--- config.mk ---
export PLATFORM = sky130hd
export DESIGN_NAME = bce_lane
export DESIGN_NICKNAME = d
export VERILOG_FILES = /design/src/rtl/core/bce_pkg.sv /design/src/rtl/core/bce_lane.sv
export SDC_FILE = /design/constraint.sdc
export NUM_CORES = 1
export LEC_CHECK = 0
export ABC_AREA = 1
export BUFFER_PORTS_ARGS = -buffer_cell sky130_fd_sc_hd__buf_4
export CORE_MARGIN = 2
export CORE_UTILIZATION = 55
export CTS_CLUSTER_DIAMETER = 40
export DETAILED_ROUTE_END_ITERATION = 12
export GPL_TIMING_DRIVEN = 0
export HOLD_SLACK_MARGIN = 0.1
export PLACE_DENSITY_LB_ADDON = 0.08
export SLEW_MARGIN = 20
export SYNTH_ARGS = -nofsm -noshare
export SYNTH_HDL_FRONTEND = slang
export SYNTH_SLANG_ARGS = --single-unit
--- constraint.sdc ---
create_clock -name clk -period 9.7 [get_ports clk]
set_input_delay 0.97 -clock clk [delete_from_list [all_inputs] [get_ports clk]]
set_output_delay 0.97 -clock clk [all_outputs]
set_load 0.05 [all_outputs]
--- src/rtl/core/bce_pkg.sv ---
// ----------------------------------------------------------------------------
// bce_pkg
// Shared types, constants and the exponent table of the Bezier evaluator.
// ----------------------------------------------------------------------------
package bce_pkg;

	localparam int COORD_W   = 16;
	localparam int PIDX_W    = 4;
	localparam int T_W       = 15;
	localparam int EXP_W     = 16;
	localparam int CNT_CFG_W = 5;
	localparam int CFG_IDX_W = 1;
	localparam int CFG_W     = 16;

	localparam int DEF_MAX_POINTS = 16;

	localparam logic [T_W-1:0]       ONE_T   = T_W'(16384);
	localparam logic [EXP_W-1:0]     ONE_EXP = EXP_W'(4096);
	localparam logic [CFG_IDX_W-1:0] REG_POINT_COUNT = CFG_IDX_W'(0);
	localparam logic [CFG_IDX_W-1:0] REG_SHAPING_EXP = CFG_IDX_W'(1);

	localparam logic             CMD_LOAD = 1'b0;
	localparam logic             CMD_EVAL = 1'b1;

	// Control from the sequencer to each coordinate lane.
	typedef struct packed {
		logic              load;
		logic [PIDX_W-1:0] load_idx;
		logic              start;
	} lane_ctrl_t;

	typedef logic [30:0] c_tab_t [16];

	function automatic logic [63:0] isqrt64(input logic [63:0] v_in);
		logic [63:0] v;
		logic [63:0] res;
		logic [63:0] b;
		v   = v_in;
		res = '0;
		for (int i = 0; i < 32; i++) begin
			b = 64'd1 << (62 - 2 * i);
			if (v >= res + b) begin
				v   = v - (res + b);
				res = (res >> 1) + b;
			end else begin
				res = res >> 1;
			end
		end
		return res;
	endfunction

	// Entry k-1 holds 2^(-2^-k) in Q30, each the square root of the one before.
	function automatic c_tab_t calc_c_tab();
		c_tab_t      tab;
		logic [63:0] c;
		c = 64'd1 << 29;
		for (int k = 0; k < 16; k++) begin
			c      = isqrt64(c << 30);
			tab[k] = c[30:0];
		end
		return tab;
	endfunction

	localparam c_tab_t C_TAB = calc_c_tab();

endpackage

--- src/rtl/core/bce_lane.sv ---
// ----------------------------------------------------------------------------
// bce_lane
// One coordinate lane: control point store and a de Casteljau reduction
// over a shift queue with one interpolator.
// ----------------------------------------------------------------------------
module bce_lane #(
	parameter int MAX_POINTS = bce_pkg::DEF_MAX_POINTS
) (
	input  logic                                clk,
	input  logic                                arst_n,
	input  bce_pkg::lane_ctrl_t                 ctrl,
	input  logic signed [bce_pkg::COORD_W-1:0]  load_data,
	input  logic [$clog2(MAX_POINTS+1)-1:0]     count,
	input  logic [bce_pkg::T_W-1:0]             t_val,
	output logic                                done,
	output logic signed [bce_pkg::COORD_W-1:0]  result
);

	localparam int IDX_W = $clog2(MAX_POINTS);
	localparam int CNT_W = $clog2(MAX_POINTS + 1);

	logic signed [bce_pkg::COORD_W-1:0] store_q [MAX_POINTS];
	logic signed [bce_pkg::COORD_W-1:0] sh_q [MAX_POINTS];
	logic [CNT_W-1:0] len_q;
	logic [CNT_W-1:0] step_q;
	logic             busy_q;

	logic [IDX_W+bce_pkg::PIDX_W-1:0] widx_ext;
	logic [IDX_W-1:0]                 widx;
	logic                             win;
	logic [CNT_W-1:0]                 last;
	logic [IDX_W-1:0]                 tail;
	logic signed [16:0]               diff;
	logic signed [32:0]               prod;
	logic signed [33:0]               acc;
	logic signed [15:0]               lerp;

	always_comb begin
		widx_ext = {{IDX_W{1'b0}}, ctrl.load_idx};
		widx     = widx_ext[IDX_W-1:0];
		win      = widx_ext < (IDX_W + bce_pkg::PIDX_W)'(MAX_POINTS);
		last     = len_q - CNT_W'(1);
		tail     = last[IDX_W-1:0];
		// a + (b - a) * t, rounded half up.
		diff = {sh_q[1][15], sh_q[1]} - {sh_q[0][15], sh_q[0]};
		prod = diff * $signed({1'b0, t_val});
		acc  = $signed({{4{sh_q[0][15]}}, sh_q[0], 14'd0}) + {prod[32], prod}
			+ 34'sd8192;
		lerp = acc[29:14];
	end

	always_ff @(posedge clk) begin
		if (ctrl.load && win) store_q[widx] <= load_data;
		if (ctrl.start) begin
			for (int i = 0; i < MAX_POINTS; i++) sh_q[i] <= store_q[i];
		end else if (busy_q) begin
			for (int i = 0; i < MAX_POINTS - 1; i++) sh_q[i] <= sh_q[i + 1];
			if (step_q != last) sh_q[tail] <= lerp;
		end
	end

	always_ff @(posedge clk or negedge arst_n) begin
		if (!arst_n) begin
			busy_q <= 1'b0;
			done   <= 1'b0;
			len_q  <= '0;
			step_q <= '0;
		end else begin
			done <= 1'b0;
			if (ctrl.start) begin
				len_q  <= count;
				step_q <= '0;
				if (count == CNT_W'(1)) done <= 1'b1;
				else busy_q <= 1'b1;
			end else if (busy_q) begin
				if (step_q == last) begin
					// The last beat of a round drops the spent head entry.
					len_q  <= last;
					step_q <= '0;
					if (last == CNT_W'(1)) begin
						busy_q <= 1'b0;
						done   <= 1'b1;
					end
				end else begin
					step_q <= step_q + CNT_W'(1);
				end
			end
		end
	end

	assign result = sh_q[0];

endmodule
After elaboration in Yosys (flattened, before gate mapping)
Memories as Yosys holds them, arrays and structs flattened.
Index checks and enable logic that the tools add are counted.
- bits of input ports: 44
- register bits: 12
- word-level logic and storage cells: 81
- memories kept: 2
- memory bits (writable): 512
- memories (name ; depth ; bits a word ; rd ports ; clocked after Yosys merged registers in ; wr ports ; line ; text):
    sh_q ; 16 ; 16 ; 16 ; 0 ; 16 ; bce_lane.sv:23 ; logic signed [bce_pkg::COORD_W-1:0] sh_q [MAX_POINTS];
    store_q ; 16 ; 16 ; 16 ; 0 ; 1 ; bce_lane.sv:22 ; logic signed [bce_pkg::COORD_W-1:0] store_q [MAX_POINTS];
- bitwise gates (word level): 15
- mux-type cells: 45
- $mul: 1
- add/sub/neg operators: 5
- reduce and logical (&&, ||, !) cells: 4
- equal/unequal tests: 5
- operators by type and width (kind ; number):
    16-bit 2-to-1 mux ; 16
    30-bit by 14-bit adder with 30-bit output (second input constant) ; 1
    30-bit adder ; 1
    17-bit by 16-bit multiplier with 30-bit output ; 1
    5-bit 2-to-1 mux ; 6
    1-bit 2-to-1 mux ; 22
    16-bit by 16-bit subtractor with 17-bit output ; 1
    16-bit OR reduction ; 1
    1-bit OR ; 15
    5-bit by 1-bit == test with 1-bit output (second input constant) ; 2
    5-bit by 1-bit adder with 5-bit output (second input constant) ; 1
    5-bit == test ; 1
    5-bit != test ; 1
    5-bit by 1-bit subtractor with 5-bit output (second input constant) ; 1
    4-bit 2-to-1 mux ; 1
    2-bit nonzero test ; 2
    2-bit != test (second input constant) ; 1
    2-bit AND reduction ; 1

Depth between registers and ports, before layout
- word-level depth: 8
- gate-level depth with buffers: 40
- depth with buffers taken out: 39

Worst setup path before layout
Ideal clock, no wire load.
- path type: reg2reg
- start point: mem sh_q[0][2] (netlist name)
- end point: mem sh_q[10][4] (netlist name) (data pin)
- path buffers: 2
- path slack: 2.250 ns
- period minus slack after synthesis: 7.450 ns
- stages on the path, launching flop included: 31
- arrival: 7.185 ns
- required time: 9.436 ns
- cell sequence: edfxtp_1 > inv_1 > ha_1 > or2_1 > nand3_1 > nand2_1 > a31o_2 > or2_2 > clkbuf_1 > nand2_1 > nor2_1 > fa_1 > inv_1 > fa_1 > fa_1 > inv_1 > fa_1 > fa_1 > inv_1 > fa_1 > inv_1 > ha_1 > a21oi_1 > o21ai_0 > a21oi_1 > nand2_1 > nand2_1 > nand2_1 > xnor2_1 > buf_2 > o21ai_0
- RTL lines (item ; line):
    start, declared ; bce_lane.sv:23

==> metrics.md <==
| Metric | Value |
|---|---|
| Hold buffer count at CTS | 0 |
| Post-Syn Area | 33200 µm² |
| Final Slew Violations | 0 |
| Vias in the first global route | 23600 |
| Starting Density | 0.554 |
| Kind of critical path | reg2reg |
| H-tree levels | 2 |
| Dpl cells | 3967 |
| Crit path max-delay cell type | fa_1 |
| FFs w/ async S/R, synth | 0.0229 |
| Ant. Diodes | 0 |
| Largest cells by area after synthesis | edfxtp_1, fa_1, nand2_1 |
| Clock Path Buffers | 3 |
| Status | complete, no violations |
| DP Wirelength | 74200 µm |
| Most used cell, CP | nand2_1 |
| Fraction of layout cells with a size suffix above 1 | 0.150 |
| Top cell type by total area after synthesis | edfxtp_1 |
| Slew HR | 0.198 |
| CTS tree | done |
| Critical Path AT | between 9000 and 10000 ps |
| Clock root cell | clkbuf_16 |
| Post-Synth Simple-Gate Area | 0.153 |
| Die Span Y | 250 µm |
| Max-cap violations | 0 |
| Hold Crit Class | in2async |
| Compound-Gate Fraction of Synth Area | 0.0780 |
| Wire per inst | 23.6 µm |
| Synthesis-to-finish area growth | 9.98% |
| Final min period | 9200 ps |
| CP endpoint kind | register |
| Synth Warn # | 0 |
| Largest net degree at the start of global routing | 49 |
| CP required | 10140 ps |
| PortBufs | 52 |
| Via count | 23000 |
| Fill cells | 4952 |
| Drc violations | 0 |
| Synth Net Count | 3526 |
| Top_reg_cell synth | edfxtp_1 |
| Clock sink total | roughly 520 |
| Worst-path maximum fanout | 10 |
| Synth Area in Adders | 0.192 |
| Distinct cell type count after synthesis | between 50 and 60 |
| DR iter-0 viols | 1646 |
| RSZ-0062 raised after global routing | false |
| Post-synth EDFFs | 512 |
| WHS | 225 ps |
| Reg clk slew, reported paths | 70 ps |
| Peak Freq | ~110 MHz |
| Setup_tns | 0 ps |
| Fin crit share | 0.949 |
| First-pass DRT Iterations | 5 |
| Nets | 3642 |
| Post-route clock skew | roughly 33 ps |
| Register bit count reported by yosys | 524 |
| Core ar. | about 60000 µm² |
| Synth top area share | 0.462 |
| Hold Violations, Final | 0 |
| Final cell count without fillers | slightly above 4000 |
| Initial antenna violation count | 0 |
| Rows | 90 |
| Gr usage total | 0.313 |
| GRT overflow | 0 |
| Cell count after synthesis | between 3000 and 4000 |
| Post-Synth XOR/XNOR Area | 0.0124 |
| Total Wirelength | around 96000 µm |
| Synth Area per Inst | 10.6 µm² |
| Finish-stage setup viols | 0 |
| Die width | roughly 250 µm |
| Register area share after synthesis | 0.471 |
| Num ports | 61 |
| First-pass GRT wire length | 145000 µm |
| DR vias/cell | 5.67 |
| Mux cell area share after synthesis | 0.0181 |
| Final ANT Viol Nets | 0 |
| Slew @ Worst Pin | 1190 ps |
| Largest family of logic cells by synthesized area | adder cells |
| Worst-Skew Late Latency | ~600 ps |
| Gpl congestion | 0.932 |
| Die area | 62400 µm² |
| Startpoint Class | register |
| Clock buffer count from CTS | just over 50 |
| Slowest stage delay, CP | 780 ps |
[synthesized netlist by cell type, types with 18 or more instances]
cell type,n
buf_2,25
o21ai_1,56
nand2_1,523
inv_2,19
nand3_1,103
clkbuf_1,64
a31oi_1,18
buf_4,23
or2_2,183
mux2i_1,60
ha_1,110
nor2_1,223
o21ai_0,165
a21oi_1,43
fa_1,250
edfxtp_1,512
inv_1,456
o211ai_1,125
[flip-flops by register name, indices dropped and copies added, names as in the netlist]
register / flops
busy_q: 1
done: 1
len_q: 5
sh_q: 256
step_q: 5
store_q: 256
[metrics by stage]
stage / instance area, µm² / util / worst slack [ps]
floorplan: 33200 / - / 2250
global placement: 34600 / 0.577 / 251
detailed placement: 34800 / 0.580 / 279
CTS: 36500 / 0.609 / 275
global route: 36600 / 0.609 / 37.7
finish: 36600 / 0.609 / 497
[cell type report]
cell class / count / area [µm²] / share of cell area
tap: 782 / 978 / 0.0268
buffer: 127 / 693 / 0.0190
sequential: 524 / 15700 / 0.429
clock buffer: 62 / 1380 / 0.0377
timing repair buffer: 63 / 553 / 0.0151
multi-input combinational: 1989 / 15100 / 0.414
inverter: 482 / 1820 / 0.0498
clock inverter: 32 / 323 / 0.00883
[placed cells by master (no fill, tap or decap), drive strengths merged, types with 18 or more instances in the layout]
| cell type | synthesis | routed |
|---|---|---|
| nand2 | 556 | 556 |
| inv | 476 | 480 |
| xor2 | 25 | 25 |
| a31oi | 18 | 18 |
| nand3 | 106 | 106 |
| nor2 | 231 | 231 |
| a21oi | 44 | 44 |
| mux2i | 60 | 60 |
| o21ai | 225 | 225 |
| ha | 110 | 110 |
| edfxtp | 512 | 512 |
| buf | 62 | 125 |
| clkinv | 6 | 23 |
| clkbuf | 65 | 127 |
| or2 | 186 | 186 |
| o211ai | 126 | 126 |
| fa | 250 | 250 |
[routing by layer]
layer / vias to the layer above / part of all wire / global-route usage
met5: - / 0 / 0
met4: 0 / 0.048 / 0.133
met3: 207 / 0.056 / 0.0335
met2: 846 / 0.50 / 0.548
met1: 11500 / 0.39 / 0.398
li1: 10500 / - / -
[cells by family (layout without fill, tap and decap cells)]
logic type / count (synthesis) / after routing
and+or+nand+nor: 1101 / 1101
buffers and inverters: 609 / 766
DFF: 524 / 524
AOI/OAI and AO/OA: 433 / 433
adders and majority gates: 360 / 360
muxes: 60 / 60
xor gates and xnor gates: 35 / 35
[critical path: cells and delay by family, from the launching register on]
kind                       cells  cell delay [ps]
AOI/OAI and AO/OA              3              680
adders and majority gates      9             4400
and+or+nand+nor               14             2130
DFF                            1              510
buffers and inverters          8             1340
[final timing paths]
check                      cells past startpoint          end           start  slack, ps
min in group clk                               2  sh_q[15][6]  store_q[15][6]        520
min reg2reg                                    2  sh_q[15][6]  store_q[15][6]        520
max reg2reg                                   34  sh_q[0][13]      sh_q[0][0]        500
max in group asynchronous                      1    step_q[2]          arst_n       9290
min                                            1       busy_q          arst_n        230
max                                           34  sh_q[0][13]      sh_q[0][0]        500
[what timing repair did]
item                       CTS  global route
resized for setup            0             4
setup buffers                0             0
setup endpoints to repair    0            17
Power is not shown: default switching activity piles up to over one toggle a cycle in this logic, so the estimate is an artifact.
